===== src/design/wps_pkg.sv =====
// ----------------------------------------------------------------------------
// wps_pkg
// types, phase and program codes, register map of the wash program sequencer
// ----------------------------------------------------------------------------
package wps_pkg;

  localparam int unsigned TimeW    = 16;
  localparam int unsigned CountW   = 4;
  localparam int unsigned PhaseW   = 3;
  localparam int unsigned ProgW    = 2;
  localparam int unsigned MotionW  = 5;
  localparam int unsigned CfgAddrW = 5;
  localparam int unsigned CfgDataW = 32;
  localparam int unsigned RegIdxW  = 3;

  // phase codes
  localparam logic [PhaseW-1:0] PH_IDLE  = 3'd0;
  localparam logic [PhaseW-1:0] PH_FILL  = 3'd1;
  localparam logic [PhaseW-1:0] PH_DET   = 3'd2;
  localparam logic [PhaseW-1:0] PH_RIGHT = 3'd3;
  localparam logic [PhaseW-1:0] PH_LEFT  = 3'd4;
  localparam logic [PhaseW-1:0] PH_DRAIN = 3'd5;

  // program codes
  localparam logic [ProgW-1:0] PG_NONE     = 2'd0;
  localparam logic [ProgW-1:0] PG_COMPLETE = 2'd1;
  localparam logic [ProgW-1:0] PG_RINSE    = 2'd2;
  localparam logic [ProgW-1:0] PG_DRY      = 2'd3;

  // actuator masks, one bit each
  localparam logic [MotionW-1:0] M_WATER = 5'b00001;
  localparam logic [MotionW-1:0] M_DET   = 5'b00010;
  localparam logic [MotionW-1:0] M_DRAIN = 5'b00100;
  localparam logic [MotionW-1:0] M_RIGHT = 5'b01000;
  localparam logic [MotionW-1:0] M_LEFT  = 5'b10000;

  // register indexes
  localparam logic [RegIdxW-1:0] REG_FILL   = 3'd0;
  localparam logic [RegIdxW-1:0] REG_DET    = 3'd1;
  localparam logic [RegIdxW-1:0] REG_TURN   = 3'd2;
  localparam logic [RegIdxW-1:0] REG_DRAIN  = 3'd3;
  localparam logic [RegIdxW-1:0] REG_REPEAT = 3'd4;
  localparam logic [RegIdxW-1:0] REG_BLINK  = 3'd5;

  // register reset values
  localparam logic [TimeW-1:0]  RST_FILL   = 16'd3000;
  localparam logic [TimeW-1:0]  RST_DET    = 16'd2000;
  localparam logic [TimeW-1:0]  RST_TURN   = 16'd5000;
  localparam logic [TimeW-1:0]  RST_DRAIN  = 16'd5000;
  localparam logic [CountW-1:0] RST_REPEAT = 4'd5;
  localparam logic [TimeW-1:0]  RST_BLINK  = 16'd1000;

  typedef struct packed {
    logic start_button;
    logic stop_switch;
    logic select_complete;
    logic select_rinse;
    logic select_dry;
  } in_item_t;

  typedef struct packed {
    logic              water_valve;
    logic              detergent_valve;
    logic              drain_valve;
    logic              motor_right;
    logic              motor_left;
    logic              standby_led;
    logic [PhaseW-1:0] phase;
    logic [ProgW-1:0]  program_res;
  } out_item_t;

  typedef struct packed {
    logic [TimeW-1:0]  fill_time_ms;
    logic [TimeW-1:0]  detergent_time_ms;
    logic [TimeW-1:0]  wash_turn_time_ms;
    logic [TimeW-1:0]  drain_time_ms;
    logic [CountW-1:0] wash_repeats;
    logic [TimeW-1:0]  blink_half_period_ms;
  } cfg_t;

  function automatic logic [TimeW-1:0] sat_inc(input logic [TimeW-1:0] v);
    return (v == {TimeW{1'b1}}) ? v : v + 1'b1;
  endfunction

endpackage


===== src/design/wps_if.sv =====
// ----------------------------------------------------------------------------
// wps channel interfaces
// valid/ready channels for tick items in and result items out
// ----------------------------------------------------------------------------
interface wps_in_if;
  logic               valid;
  logic               ready;
  wps_pkg::in_item_t  data;

  modport source (output valid, output data, input ready);
  modport sink   (input valid, input data, output ready);
endinterface

interface wps_out_if;
  logic               valid;
  logic               ready;
  wps_pkg::out_item_t data;

  modport source (output valid, output data, input ready);
  modport sink   (input valid, input data, output ready);
endinterface


===== src/design/wash_program_sequencer_unit.sv =====
// an accepted tick item is held in the input register, and its result is then registered in the result register
// throughput: one tick item per cycle while the result channel is not stalled, set by the state update
// an input register and a result register part the two channels
// reset: asynchronous active low; idle, no program, timers and wash count
// cleared, all actuators and the standby led off, registers at defaults
// ----------------------------------------------------------------------------
// wash_program_sequencer_unit
// washing programme sequencer driven by millisecond tick items
// ----------------------------------------------------------------------------
module wash_program_sequencer_unit (
  input  logic                          clk_i,
  input  logic                          rst_ni,
  wps_in_if.sink                        in_i,
  wps_out_if.source                     out_o,
  input  logic                          psel,
  input  logic                          penable,
  input  logic                          pwrite,
  input  logic [wps_pkg::CfgAddrW-1:0]  paddr,
  input  logic [wps_pkg::CfgDataW-1:0]  pwdata,
  output logic [wps_pkg::CfgDataW-1:0]  prdata,
  output logic                          pready
);

  wps_pkg::cfg_t      cfg;
  wps_pkg::in_item_t  s1_item_q;
  wps_pkg::out_item_t out_item_q;
  wps_pkg::out_item_t res;
  logic               s1_valid_q;
  logic               out_valid_q;
  logic               advance;
  logic               step_en;

  assign pready = 1'b1;

  wps_cfg_regs u_cfg (
    .clk_i     (clk_i),
    .rst_ni    (rst_ni),
    .psel_i    (psel),
    .penable_i (penable),
    .pwrite_i  (pwrite),
    .paddr_i   (paddr),
    .pwdata_i  (pwdata),
    .prdata_o  (prdata),
    .cfg_o     (cfg)
  );

  // result register free or being emptied this cycle
  assign advance    = !out_valid_q || out_o.ready;
  assign step_en    = s1_valid_q && advance;
  assign in_i.ready = !s1_valid_q || advance;

  always_ff @(posedge clk_i or negedge rst_ni) begin
    if (!rst_ni) begin
      s1_valid_q  <= 1'b0;
      out_valid_q <= 1'b0;
    end else begin
      if (in_i.ready) begin
        s1_valid_q <= in_i.valid;
      end
      if (advance) begin
        out_valid_q <= s1_valid_q;
      end
    end
  end

  always_ff @(posedge clk_i) begin
    if (in_i.valid && in_i.ready) begin
      s1_item_q <= in_i.data;
    end
    if (step_en) begin
      out_item_q <= res;
    end
  end

  wps_step u_step (
    .clk_i  (clk_i),
    .rst_ni (rst_ni),
    .en_i   (step_en),
    .item_i (s1_item_q),
    .cfg_i  (cfg),
    .res_o  (res)
  );

  assign out_o.valid = out_valid_q;
  assign out_o.data  = out_item_q;

endmodule


===== src/design/wps_cfg_regs.sv =====
// ----------------------------------------------------------------------------
// wps_cfg_regs
// apb-style register bank holding step times, repeat count and blink period
// ----------------------------------------------------------------------------
module wps_cfg_regs (
  input  logic                            clk_i,
  input  logic                            rst_ni,
  input  logic                            psel_i,
  input  logic                            penable_i,
  input  logic                            pwrite_i,
  input  logic [wps_pkg::CfgAddrW-1:0]    paddr_i,
  input  logic [wps_pkg::CfgDataW-1:0]    pwdata_i,
  output logic [wps_pkg::CfgDataW-1:0]    prdata_o,
  output wps_pkg::cfg_t                   cfg_o
);

  wps_pkg::cfg_t                  cfg_q;
  logic                           wr_en;
  logic [wps_pkg::RegIdxW-1:0]    idx;

  assign wr_en = psel_i & penable_i & pwrite_i;
  assign idx   = paddr_i[wps_pkg::CfgAddrW-1:2];

  always_ff @(posedge clk_i or negedge rst_ni) begin
    if (!rst_ni) begin
      cfg_q.fill_time_ms         <= wps_pkg::RST_FILL;
      cfg_q.detergent_time_ms    <= wps_pkg::RST_DET;
      cfg_q.wash_turn_time_ms    <= wps_pkg::RST_TURN;
      cfg_q.drain_time_ms        <= wps_pkg::RST_DRAIN;
      cfg_q.wash_repeats         <= wps_pkg::RST_REPEAT;
      cfg_q.blink_half_period_ms <= wps_pkg::RST_BLINK;
    end else if (wr_en) begin
      unique case (idx)
        wps_pkg::REG_FILL:   cfg_q.fill_time_ms <= pwdata_i[wps_pkg::TimeW-1:0];
        wps_pkg::REG_DET:    cfg_q.detergent_time_ms <= pwdata_i[wps_pkg::TimeW-1:0];
        wps_pkg::REG_TURN:   cfg_q.wash_turn_time_ms <= pwdata_i[wps_pkg::TimeW-1:0];
        wps_pkg::REG_DRAIN:  cfg_q.drain_time_ms <= pwdata_i[wps_pkg::TimeW-1:0];
        wps_pkg::REG_REPEAT: cfg_q.wash_repeats <= pwdata_i[wps_pkg::CountW-1:0];
        wps_pkg::REG_BLINK:  cfg_q.blink_half_period_ms <= pwdata_i[wps_pkg::TimeW-1:0];
        default: begin
        end
      endcase
    end
  end

  always_comb begin
    prdata_o = '0;
    unique case (idx)
      wps_pkg::REG_FILL:   prdata_o[wps_pkg::TimeW-1:0] = cfg_q.fill_time_ms;
      wps_pkg::REG_DET:    prdata_o[wps_pkg::TimeW-1:0] = cfg_q.detergent_time_ms;
      wps_pkg::REG_TURN:   prdata_o[wps_pkg::TimeW-1:0] = cfg_q.wash_turn_time_ms;
      wps_pkg::REG_DRAIN:  prdata_o[wps_pkg::TimeW-1:0] = cfg_q.drain_time_ms;
      wps_pkg::REG_REPEAT: prdata_o[wps_pkg::CountW-1:0] = cfg_q.wash_repeats;
      wps_pkg::REG_BLINK:  prdata_o[wps_pkg::TimeW-1:0] = cfg_q.blink_half_period_ms;
      default: begin
      end
    endcase
  end

  assign cfg_o = cfg_q;

endmodule


===== src/design/wps_step.sv =====
// ----------------------------------------------------------------------------
// wps_step
// sequencer state and its per-tick update: phase, program, timers, actuators
// ----------------------------------------------------------------------------
module wps_step (
  input  logic                clk_i,
  input  logic                rst_ni,
  input  logic                en_i,
  input  wps_pkg::in_item_t   item_i,
  input  wps_pkg::cfg_t       cfg_i,
  output wps_pkg::out_item_t  res_o
);

  logic [wps_pkg::PhaseW-1:0]  phase_q, phase_d;
  logic [wps_pkg::ProgW-1:0]   prog_q, prog_d;
  logic [wps_pkg::TimeW-1:0]   step_q, step_d;
  logic [wps_pkg::TimeW-1:0]   blink_q, blink_d;
  logic [wps_pkg::CountW-1:0]  wash_q, wash_d;
  logic [wps_pkg::MotionW-1:0] mot_q, mot_d;
  logic                        led_q, led_d;
  logic [wps_pkg::TimeW-1:0]   step_inc;
  logic [wps_pkg::TimeW-1:0]   blink_inc;

  always_comb begin
    blink_inc = wps_pkg::sat_inc(blink_q);
    step_inc  = (phase_q != wps_pkg::PH_IDLE) ? wps_pkg::sat_inc(step_q) : step_q;

    phase_d = phase_q;
    prog_d  = prog_q;
    step_d  = step_inc;
    blink_d = blink_inc;
    wash_d  = wash_q;
    mot_d   = mot_q;
    led_d   = led_q;

    if (item_i.stop_switch) begin
      if (phase_q != wps_pkg::PH_IDLE) begin
        mot_d   = '0;
        phase_d = wps_pkg::PH_IDLE;
      end
    end else begin
      if (phase_q == wps_pkg::PH_IDLE) begin
        // blink before the program latch
        if (blink_inc >= cfg_i.blink_half_period_ms) begin
          led_d   = ~led_q;
          blink_d = '0;
        end
        priority if (item_i.select_complete) begin
          prog_d = wps_pkg::PG_COMPLETE;
        end else if (item_i.select_rinse) begin
          prog_d = wps_pkg::PG_RINSE;
        end else if (item_i.select_dry) begin
          prog_d = wps_pkg::PG_DRY;
        end else begin
          prog_d = wps_pkg::PG_NONE;
        end
      end

      if (prog_d != wps_pkg::PG_NONE) begin
        unique case (phase_q)
          wps_pkg::PH_IDLE: begin
            if (item_i.start_button) begin
              if (prog_d == wps_pkg::PG_COMPLETE || prog_d == wps_pkg::PG_RINSE) begin
                mot_d   = mot_q | wps_pkg::M_WATER;
                phase_d = wps_pkg::PH_FILL;
                step_d  = '0;
              end else begin
                wash_d  = '0;
                mot_d   = wps_pkg::M_RIGHT;
                phase_d = wps_pkg::PH_RIGHT;
                step_d  = '0;
              end
            end
          end
          wps_pkg::PH_FILL: begin
            if (step_inc >= cfg_i.fill_time_ms) begin
              if (prog_d == wps_pkg::PG_COMPLETE) begin
                mot_d   = (mot_q & ~wps_pkg::M_WATER) | wps_pkg::M_DET;
                phase_d = wps_pkg::PH_DET;
              end else begin
                wash_d  = '0;
                mot_d   = wps_pkg::M_RIGHT;
                phase_d = wps_pkg::PH_RIGHT;
              end
              step_d = '0;
            end
          end
          wps_pkg::PH_DET: begin
            if (step_inc >= cfg_i.detergent_time_ms) begin
              wash_d  = '0;
              mot_d   = wps_pkg::M_RIGHT;
              phase_d = wps_pkg::PH_RIGHT;
              step_d  = '0;
            end
          end
          wps_pkg::PH_RIGHT: begin
            if (step_inc >= cfg_i.wash_turn_time_ms) begin
              mot_d   = wps_pkg::M_LEFT;
              phase_d = wps_pkg::PH_LEFT;
              step_d  = '0;
            end
          end
          wps_pkg::PH_LEFT: begin
            if (step_inc >= cfg_i.wash_turn_time_ms) begin
              // another right-left pair or on to drain
              if (wash_q < cfg_i.wash_repeats) begin
                wash_d  = wash_q + 1'b1;
                mot_d   = wps_pkg::M_RIGHT;
                phase_d = wps_pkg::PH_RIGHT;
              end else begin
                wash_d  = '0;
                mot_d   = wps_pkg::M_DRAIN;
                phase_d = wps_pkg::PH_DRAIN;
              end
              step_d = '0;
            end
          end
          wps_pkg::PH_DRAIN: begin
            if (step_inc >= cfg_i.drain_time_ms) begin
              mot_d   = '0;
              phase_d = wps_pkg::PH_IDLE;
            end
          end
          default: begin
          end
        endcase
      end
    end
  end

  always_ff @(posedge clk_i or negedge rst_ni) begin
    if (!rst_ni) begin
      phase_q <= wps_pkg::PH_IDLE;
      prog_q  <= wps_pkg::PG_NONE;
      step_q  <= '0;
      blink_q <= '0;
      wash_q  <= '0;
      mot_q   <= '0;
      led_q   <= 1'b0;
    end else if (en_i) begin
      phase_q <= phase_d;
      prog_q  <= prog_d;
      step_q  <= step_d;
      blink_q <= blink_d;
      wash_q  <= wash_d;
      mot_q   <= mot_d;
      led_q   <= led_d;
    end
  end

  assign res_o.water_valve     = |(mot_d & wps_pkg::M_WATER);
  assign res_o.detergent_valve = |(mot_d & wps_pkg::M_DET);
  assign res_o.drain_valve     = |(mot_d & wps_pkg::M_DRAIN);
  assign res_o.motor_right     = |(mot_d & wps_pkg::M_RIGHT);
  assign res_o.motor_left      = |(mot_d & wps_pkg::M_LEFT);
  assign res_o.standby_led     = led_d;
  assign res_o.phase           = phase_d;
  assign res_o.program_res     = prog_d;

endmodule


===== src/flat_wrapper.sv =====
// flat-port wrapper written by rule: the top's interface ports become plain ports
module wash_program_sequencer_unit_flat 
  (clk_i, rst_ni, psel, penable, pwrite, paddr, pwdata, prdata, pready, in_i_valid, in_i_data, in_i_ready, out_o_valid, out_o_data, out_o_ready);
  wps_in_if in_i_i ();
  wps_out_if out_o_i ();
  input  logic clk_i;
  input  logic rst_ni;
  input  logic psel;
  input  logic penable;
  input  logic pwrite;
  input  logic [wps_pkg::CfgAddrW-1:0] paddr;
  input  logic [wps_pkg::CfgDataW-1:0] pwdata;
  output logic [wps_pkg::CfgDataW-1:0] prdata;
  output logic pready;
  input wire logic [$bits(in_i_i.valid)-1:0] in_i_valid;
  input wire logic [$bits(in_i_i.data)-1:0] in_i_data;
  output wire logic [$bits(in_i_i.ready)-1:0] in_i_ready;
  output wire logic [$bits(out_o_i.valid)-1:0] out_o_valid;
  output wire logic [$bits(out_o_i.data)-1:0] out_o_data;
  input wire logic [$bits(out_o_i.ready)-1:0] out_o_ready;
  assign in_i_i.valid = in_i_valid;
  assign in_i_i.data = in_i_data;
  assign in_i_ready = in_i_i.ready;
  assign out_o_valid = out_o_i.valid;
  assign out_o_data = out_o_i.data;
  assign out_o_i.ready = out_o_ready;
  wash_program_sequencer_unit u_core (.clk_i(clk_i), .rst_ni(rst_ni), .in_i(in_i_i), .out_o(out_o_i), .psel(psel), .penable(penable), .pwrite(pwrite), .paddr(paddr), .pwdata(pwdata), .prdata(prdata), .pready(pready));
endmodule

===== config.mk =====
export PLATFORM = sky130hd
export DESIGN_NAME = wash_program_sequencer_unit_flat
export DESIGN_NICKNAME = d
export VERILOG_FILES = /design/src/design/wps_pkg.sv /design/src/design/wps_if.sv /design/src/design/wash_program_sequencer_unit.sv /design/src/design/wps_cfg_regs.sv /design/src/design/wps_step.sv /design/src/flat_wrapper.sv
export SDC_FILE = /design/constraint.sdc
export NUM_CORES = 1
export LEC_CHECK = 0
export BUFFER_PORTS_ARGS = -buffer_cell sky130_fd_sc_hd__buf_2
export CORE_MARGIN = 2
export CORE_UTILIZATION = 55
export DETAILED_ROUTE_END_ITERATION = 8
export PLACE_DENSITY_LB_ADDON = 0.2
export SYNTH_ARGS = -nofsm -noshare
export SYNTH_HDL_FRONTEND = slang
export SYNTH_SLANG_ARGS = --single-unit

===== constraint.sdc =====
create_clock -name clk_i -period 4.8 [get_ports clk_i]
set_clock_uncertainty 0.15 [all_clocks]
set_input_delay 0.48 -clock clk_i [delete_from_list [all_inputs] [get_ports clk_i]]
set_output_delay 0.48 -clock clk_i [all_outputs]
set_load 0.005 [all_outputs]

[Yosys cells after proc, flatten, opt, wreduce, memory -nomap -nowiden]
Cells that the tools add are included.
Operators by class
  reduce and logical (&&, ||, !) cells: 20
  add/sub/neg operators: 3
  mux-type cells: 58
  bitwise gates (word level): 4
  $lt $le $gt $ge: 6
  equal/unequal tests: 20
Operators by type and width (count)
  $mux W16: 12
  $ge A16 B16 Y1: 5
  $pmux W16 S4: 1
  $pmux W12 S5: 1
  $mux W5: 11
  $add A16 B1 Y16 const B: 2
  $eq A16 B16 Y1 const B: 2
  $mux W4: 8
  $mux W3: 10
  $pmux W5 S6: 1
  $pmux W4 S6: 1
  $pmux W3 S6: 1
  $pmux W4 S4: 1
  $mux W2: 7
  $eq A3 B2 Y1 const B: 4
  $eq A3 B3 Y1 const B: 4
  $reduce_and A2 Y1: 6
  $ne A2 B2 Y1 const B: 5
  $reduce_and A10 Y1: 1
  $eq A3 B1 Y1 const B: 2
  $logic_not A3 Y1: 2
  $add A4 B1 Y4 const B: 1
  $lt A4 B4 Y1: 1
  $mux W1: 4
  other kinds (12): 18
Word-level totals
  output and inout port bits: 46
  bits of input ports: 49
  word-level logic and storage cells: 139
  flip-flop bits (word level): 149

[Longest topological paths before layout]
  depth in word-level cells: 12
  mapped depth: 19
  mapped depth without buffers: 15

[Hierarchy]
From an unflattened synthesis, not the netlist that was laid out.
Second synthesis, totals
  cell total of the unflattened synthesis: 1021
  area total of the unflattened synthesis: 10163.5 um^2
Modules (own cells, without submodules)
  wps_step: seq. area each 1176.1 um^2, cells each 710, instances 1, area each 5492.8 um^2
  wps_cfg_regs: seq. area each 2140.8 um^2, cells each 285, instances 1, area each 4075.2 um^2
  wash_program_sequencer_unit: seq. area each 530.5 um^2, cells each 26, instances 1, area each 595.6 um^2

[Least setup slack after synthesis]
OpenSTA, ideal clock, no wires.
  path kind: register to register
  start point: reg u_core.u_step.step_q[7] (netlist bit)
  end point: reg u_core.out_item_q, in the netlist u_core.out_o.data[10], data pin
  stages on the path, launching flop included: 17
  library setup time: 0.254 ns
  arrival time: 3.452 ns
  path slack: 0.945 ns
  buffers on the path: 2
  clock period less this slack: 3.855 ns
  required time: 4.396 ns
  cell sequence: dfrtp_1 -> clkbuf_1 -> and4_1 -> nand3_1 -> o31a_1 -> buf_2 -> nand3_1 -> o21a_1 -> or2_2 -> ha_1 -> nand4_1 -> nor4_2 -> a21oi_1 -> a21oi_1 -> o21ai_0 -> o311a_1 -> a21o_1
RTL lines
  start: declaration: RTL line wps_step.sv:16  | logic [wps_pkg::TimeW-1:0] step_q, step_d;
  start signal: assignment: RTL line wps_step.sv:143  | step_q <= step_d;
  end signal: assignment: RTL line wash_program_sequencer_unit.sv:71  | out_item_q <= res;
  end: declaration: RTL line wash_program_sequencer_unit.sv:26  | wps_pkg::out_item_t out_item_q;

==> results.py <==
metrics = {
    "drt": {
        "drc": 0,
        "post_drt_via_cell_ratio": 5.83,
        "drt_iter0_markers": 575,
        "final_antenna_net_count": 0,
        "vias": 8231,
        "firstDrtPassIters": 5,
        "routed_wl_um": 25800,
        "post_drt_wl_per_cell_um": 18.3,
    },
    "worst_setup_path": {
        "path_max_fanout": 10,
        "critPathBufInv": 1,
        "critical-path-max-stage-delay_ns": 0.55,
        "crit_top_cell": "o21ai_0",
        "crit_path_end_kind": "flop",
        "critPathKind": "reg2reg",
        "cp.arrival_ns": 4.64,
        "worstPathCellList": "and4_1 > nand3_1 > o31a_1 > nor2b_1 > nand4_1 > xor2_1 > inv_1 > ha_1 > o21ai_0 > nor2_1 > o21ai_0 > nand3_2 > o21ai_0 > o311a_1 > a21o_1",
        "crit_family": "compound AO/OA/AOI/OAI gates",
        "critPathSlowestCell": "o21ai_0",
        "cp-start-kind": "flop",
        "crit_required_ns": 4.95,
    },
    "yosys": {
        "netlist_instances": 1113,
        "synth_edf_count": 16,
        "synth.yosys.seq_area_share_pct": 38.7,
        "yosysWarningCount": 0,
        "synth-seq-cells": 149,
        "async_flop_share_pct": 89.3,
        "synth_area_per_cell_sq_um": 8.94,
        "synth_cell_types": 75,
        "syn_area_sq_mm": 0.00995,
        "ys.flop_type": "dfrtp_1",
    },
    "min_path": {
        "hold_path_class": "in2async",
    },
    "floorplanning": {
        "dieArea_sq_mm": 0.0192,
        "core_area_sq_mm": 0.0178,
        "io_pins": 95,
        "die_y_um": 139,
        "start_util_pct": 55.8,
        "die_w_um": 139,
        "rows": 49,
    },
    "global_route": {
        "grt_max_degree": 90,
        "antenna_found_initial": 0,
        "grt_pass1_wl_um": 41400,
        "grt_pass1_vias": 7726,
        "gr-total-overflow": 0,
        "grt_use_total_pct": 27.2,
    },
    "timing": {
        "slew_viol_final": 0,
        "finalSetupViolCount": 0,
        "whs_ns": -0.0169,
        "finalSetupTns_ns": 0,
        "hold_viol": 10,
        "finalCritPeriodShare_pct": 93.4,
        "layout_min_cycle_time_ns": 4.48,
        "worst_pin_slew_ns": 1.21,
        "rsz0062_at_grt": "false",
        "relSlewSlack_pct": 19.0,
        "max_freq_mhz": 223,
    },
    "cts": {
        "numCtsBuffers": 17,
        "clkTransAtPathRegs_ns": 0.06,
        "cts_tree": "done",
        "cts_sinks": 149,
        "postCtsSetupRepairBufs": 0,
        "htreeDepth": 4,
        "cts_hold_buf": 0,
        "clockRootBuffer": "clkbuf_16",
        "clock_path_buffers": 2,
        "cts_resized": 0,
        "clk_latency_ns": 0.43,
    },
    "pwr": {
        "p_per_area_mw_per_mm2": 473,
        "ir_worst_vdd_v": 0.000314,
        "p_leak_uw": 0.00525,
    },
    "placed_design": {
        "hpwl_um": 18700,
        "port-buffer-count": 59,
        "place.gp.congestion": 0.934,
    },
    "run_status": {
        "failed_checks": "hold timing",
        "status": "finished with violations",
    },
    "job": {
        "max_cap_viol_count": 0,
    },
    "layout": {
        "antenna_cells": 0,
        "drive_above_1_share_pct": 17.4,
        "fin_util_pct": 62.0,
        "final_net_count": 1307,
        "syn_to_final_growth_pct": 11.1,
        "fillCellCount": 1555,
    },
}
==> placed cells by master, fill, tap and decap left out, types with 5 or more instances in the layout <==
master      synthesis  final
and2_1              5      5
ha_1               88     88
o21a_1              6      6
nor2_1             61     59
nor3_2              2      6
a21oi_1            65     65
nand3_1            30     29
mux2_2             30     30
a21o_1             15     15
edfxtp_1           16     16
xnor2_1            19     19
a31oi_1             6      6
buf_2               6     58
nand4_1            18     18
nand2_1           147    147
mux2i_1            29     29
xor2_1             15     15
o21ai_0           112    112
inv_1             101    101
nor3_1             17     13
o31ai_1             5      5
dfrtp_1           102    102
and4_1              6      6
buf_4              21     27
conb_1              2     17
clkbuf_16           0     17
nor2b_1             8      8
clkinvlp_4          0      5
o211ai_1            7      7
dfstp_2            31     31
o22ai_1            19     19
nand2b_1           11     11
==> flip-flops by register name, summed over array words and instances (netlist names) <==
name,flops
u_core.out_o.data,11
u_core.out_o.valid,1
u_core.s1_item_q,5
u_core.s1_valid_q,1
u_core.u_cfg.cfg_o,84
u_core.u_step.blink_q,16
u_core.u_step.led_q,1
u_core.u_step.mot_q,5
u_core.u_step.phase_q,3
u_core.u_step.prog_q,2
u_core.u_step.step_q,16
u_core.u_step.wash_q,4
==> synthesized netlist by cell type (16+ instances only) <==
cell / number / share of area [%]
dfstp_2: 31 / 8.2
buf_4: 21 / 1.6
inv_1: 101 / 3.8
nor2_1: 61 / 2.3
o22ai_1: 19 / 1.2
nand3_1: 30 / 1.5
edfxtp_1: 16 / 4.8
nor3_1: 17 / 0.85
dfrtp_1: 102 / 26
nand4_1: 18 / 1.1
o21ai_0: 112 / 5.6
a21oi_1: 65 / 3.3
xnor2_1: 19 / 1.7
mux2i_1: 29 / 2.9
clkbuf_1: 29 / 1.1
ha_1: 88 / 11
nand2_1: 147 / 5.5
mux2_2: 30 / 3.4
==> stage by stage <==
step           cells  total power [uW]  setup slack [ns]  area [sq um]  hold slack [ns]
6_report        1412              5230             0.318         11100          -0.0169
3_3_place_gp    1380              3900             0.383         10500            0.320
2_1_floorplan   1128              3270             0.945         10000           0.0344
4_1_cts         1412              5210             0.282         11000           0.0128
5_1_grt         1412              5610           0.00764         11100           0.0191
3_5_place_dp    1380              3940             0.298         10500            0.335
==> final timing paths <==
check | startpoint | to | slack [ns] | cells after the start
min | rst_ni | u_core.u_cfg.cfg_o[11] | -0.02 | 1
max reg2reg | u_core.u_step.step_q[5] | u_core.out_o.data[10] | 0.32 | 15
max | u_core.u_step.step_q[5] | u_core.out_o.data[10] | 0.32 | 15
max in group asynchronous | rst_ni | u_core.u_cfg.cfg_o[0] | 3.41 | 2
min reg2reg | u_core.u_step.mot_q[3] | u_core.u_step.mot_q[3] | 0.34 | 1
min in group clk_i | in_i_data[1] | u_core.s1_item_q[1] | 0.07 | 1
==> power breakdown <==
| part | total (uW) | internal, uW | switching [uW] |
|---|---|---|---|
| logic | 2150 | 857 | 1300 |
| clock network | 1250 | 708 | 544 |
| registers | 1830 | 1620 | 204 |
| total | 5230 | 3190 | 2040 |
==> worst register-to-register path: stages, from the launching register on <==
cell,delay (ns)
dfrtp_1,0.43
and4_1,0.33
nand3_1,0.20
o31a_1,0.34
nor2b_1,0.19
nand4_1,0.11
xor2_1,0.29
inv_1,0.17
ha_1,0.33
o21ai_0,0.16
nor2_1,0.08
o21ai_0,0.40
nand3_2,0.28
o21ai_0,0.55
o311a_1,0.26
a21o_1,0.09
==> layer usage <==
layer  GRT usage, %  part of all wire (%)  vias to the layer above
li1               -                     -                     3996
met1           39.0                    47                     3966
met2           42.0                    46                      227
met3           4.04                   4.4                       42
met4           10.6                   2.9                        0
met5              0                     0                        -
==> layout make-up <==
type,instances,area [sq um],share of cell area [%]
sequential,149,3850,34.8
inverter,102,383,3.46
multi-input combinational,814,5500,49.7
timing repair buffer,86,504,4.56
clock inverter,13,111,1.01
tap,229,287,2.59
clock buffer,19,433,3.91
==> logic make-up after synthesis <==
| kind of cell | share of synthesized area (%) |
|---|---|
| AO/OA/AOI/OAI | 16.7 |
| XOR/XNOR | 2.99 |
| adder cells (fa/ha/maj) | 11.1 |
| buffers and inverters | 7.16 |
| flip-flops | 38.7 |
| multiplexers | 7.21 |
| other | 0.0754 |
| AND/OR/NAND/NOR | 16.1 |
Note: power is estimated with default switching activity, not from simulation.
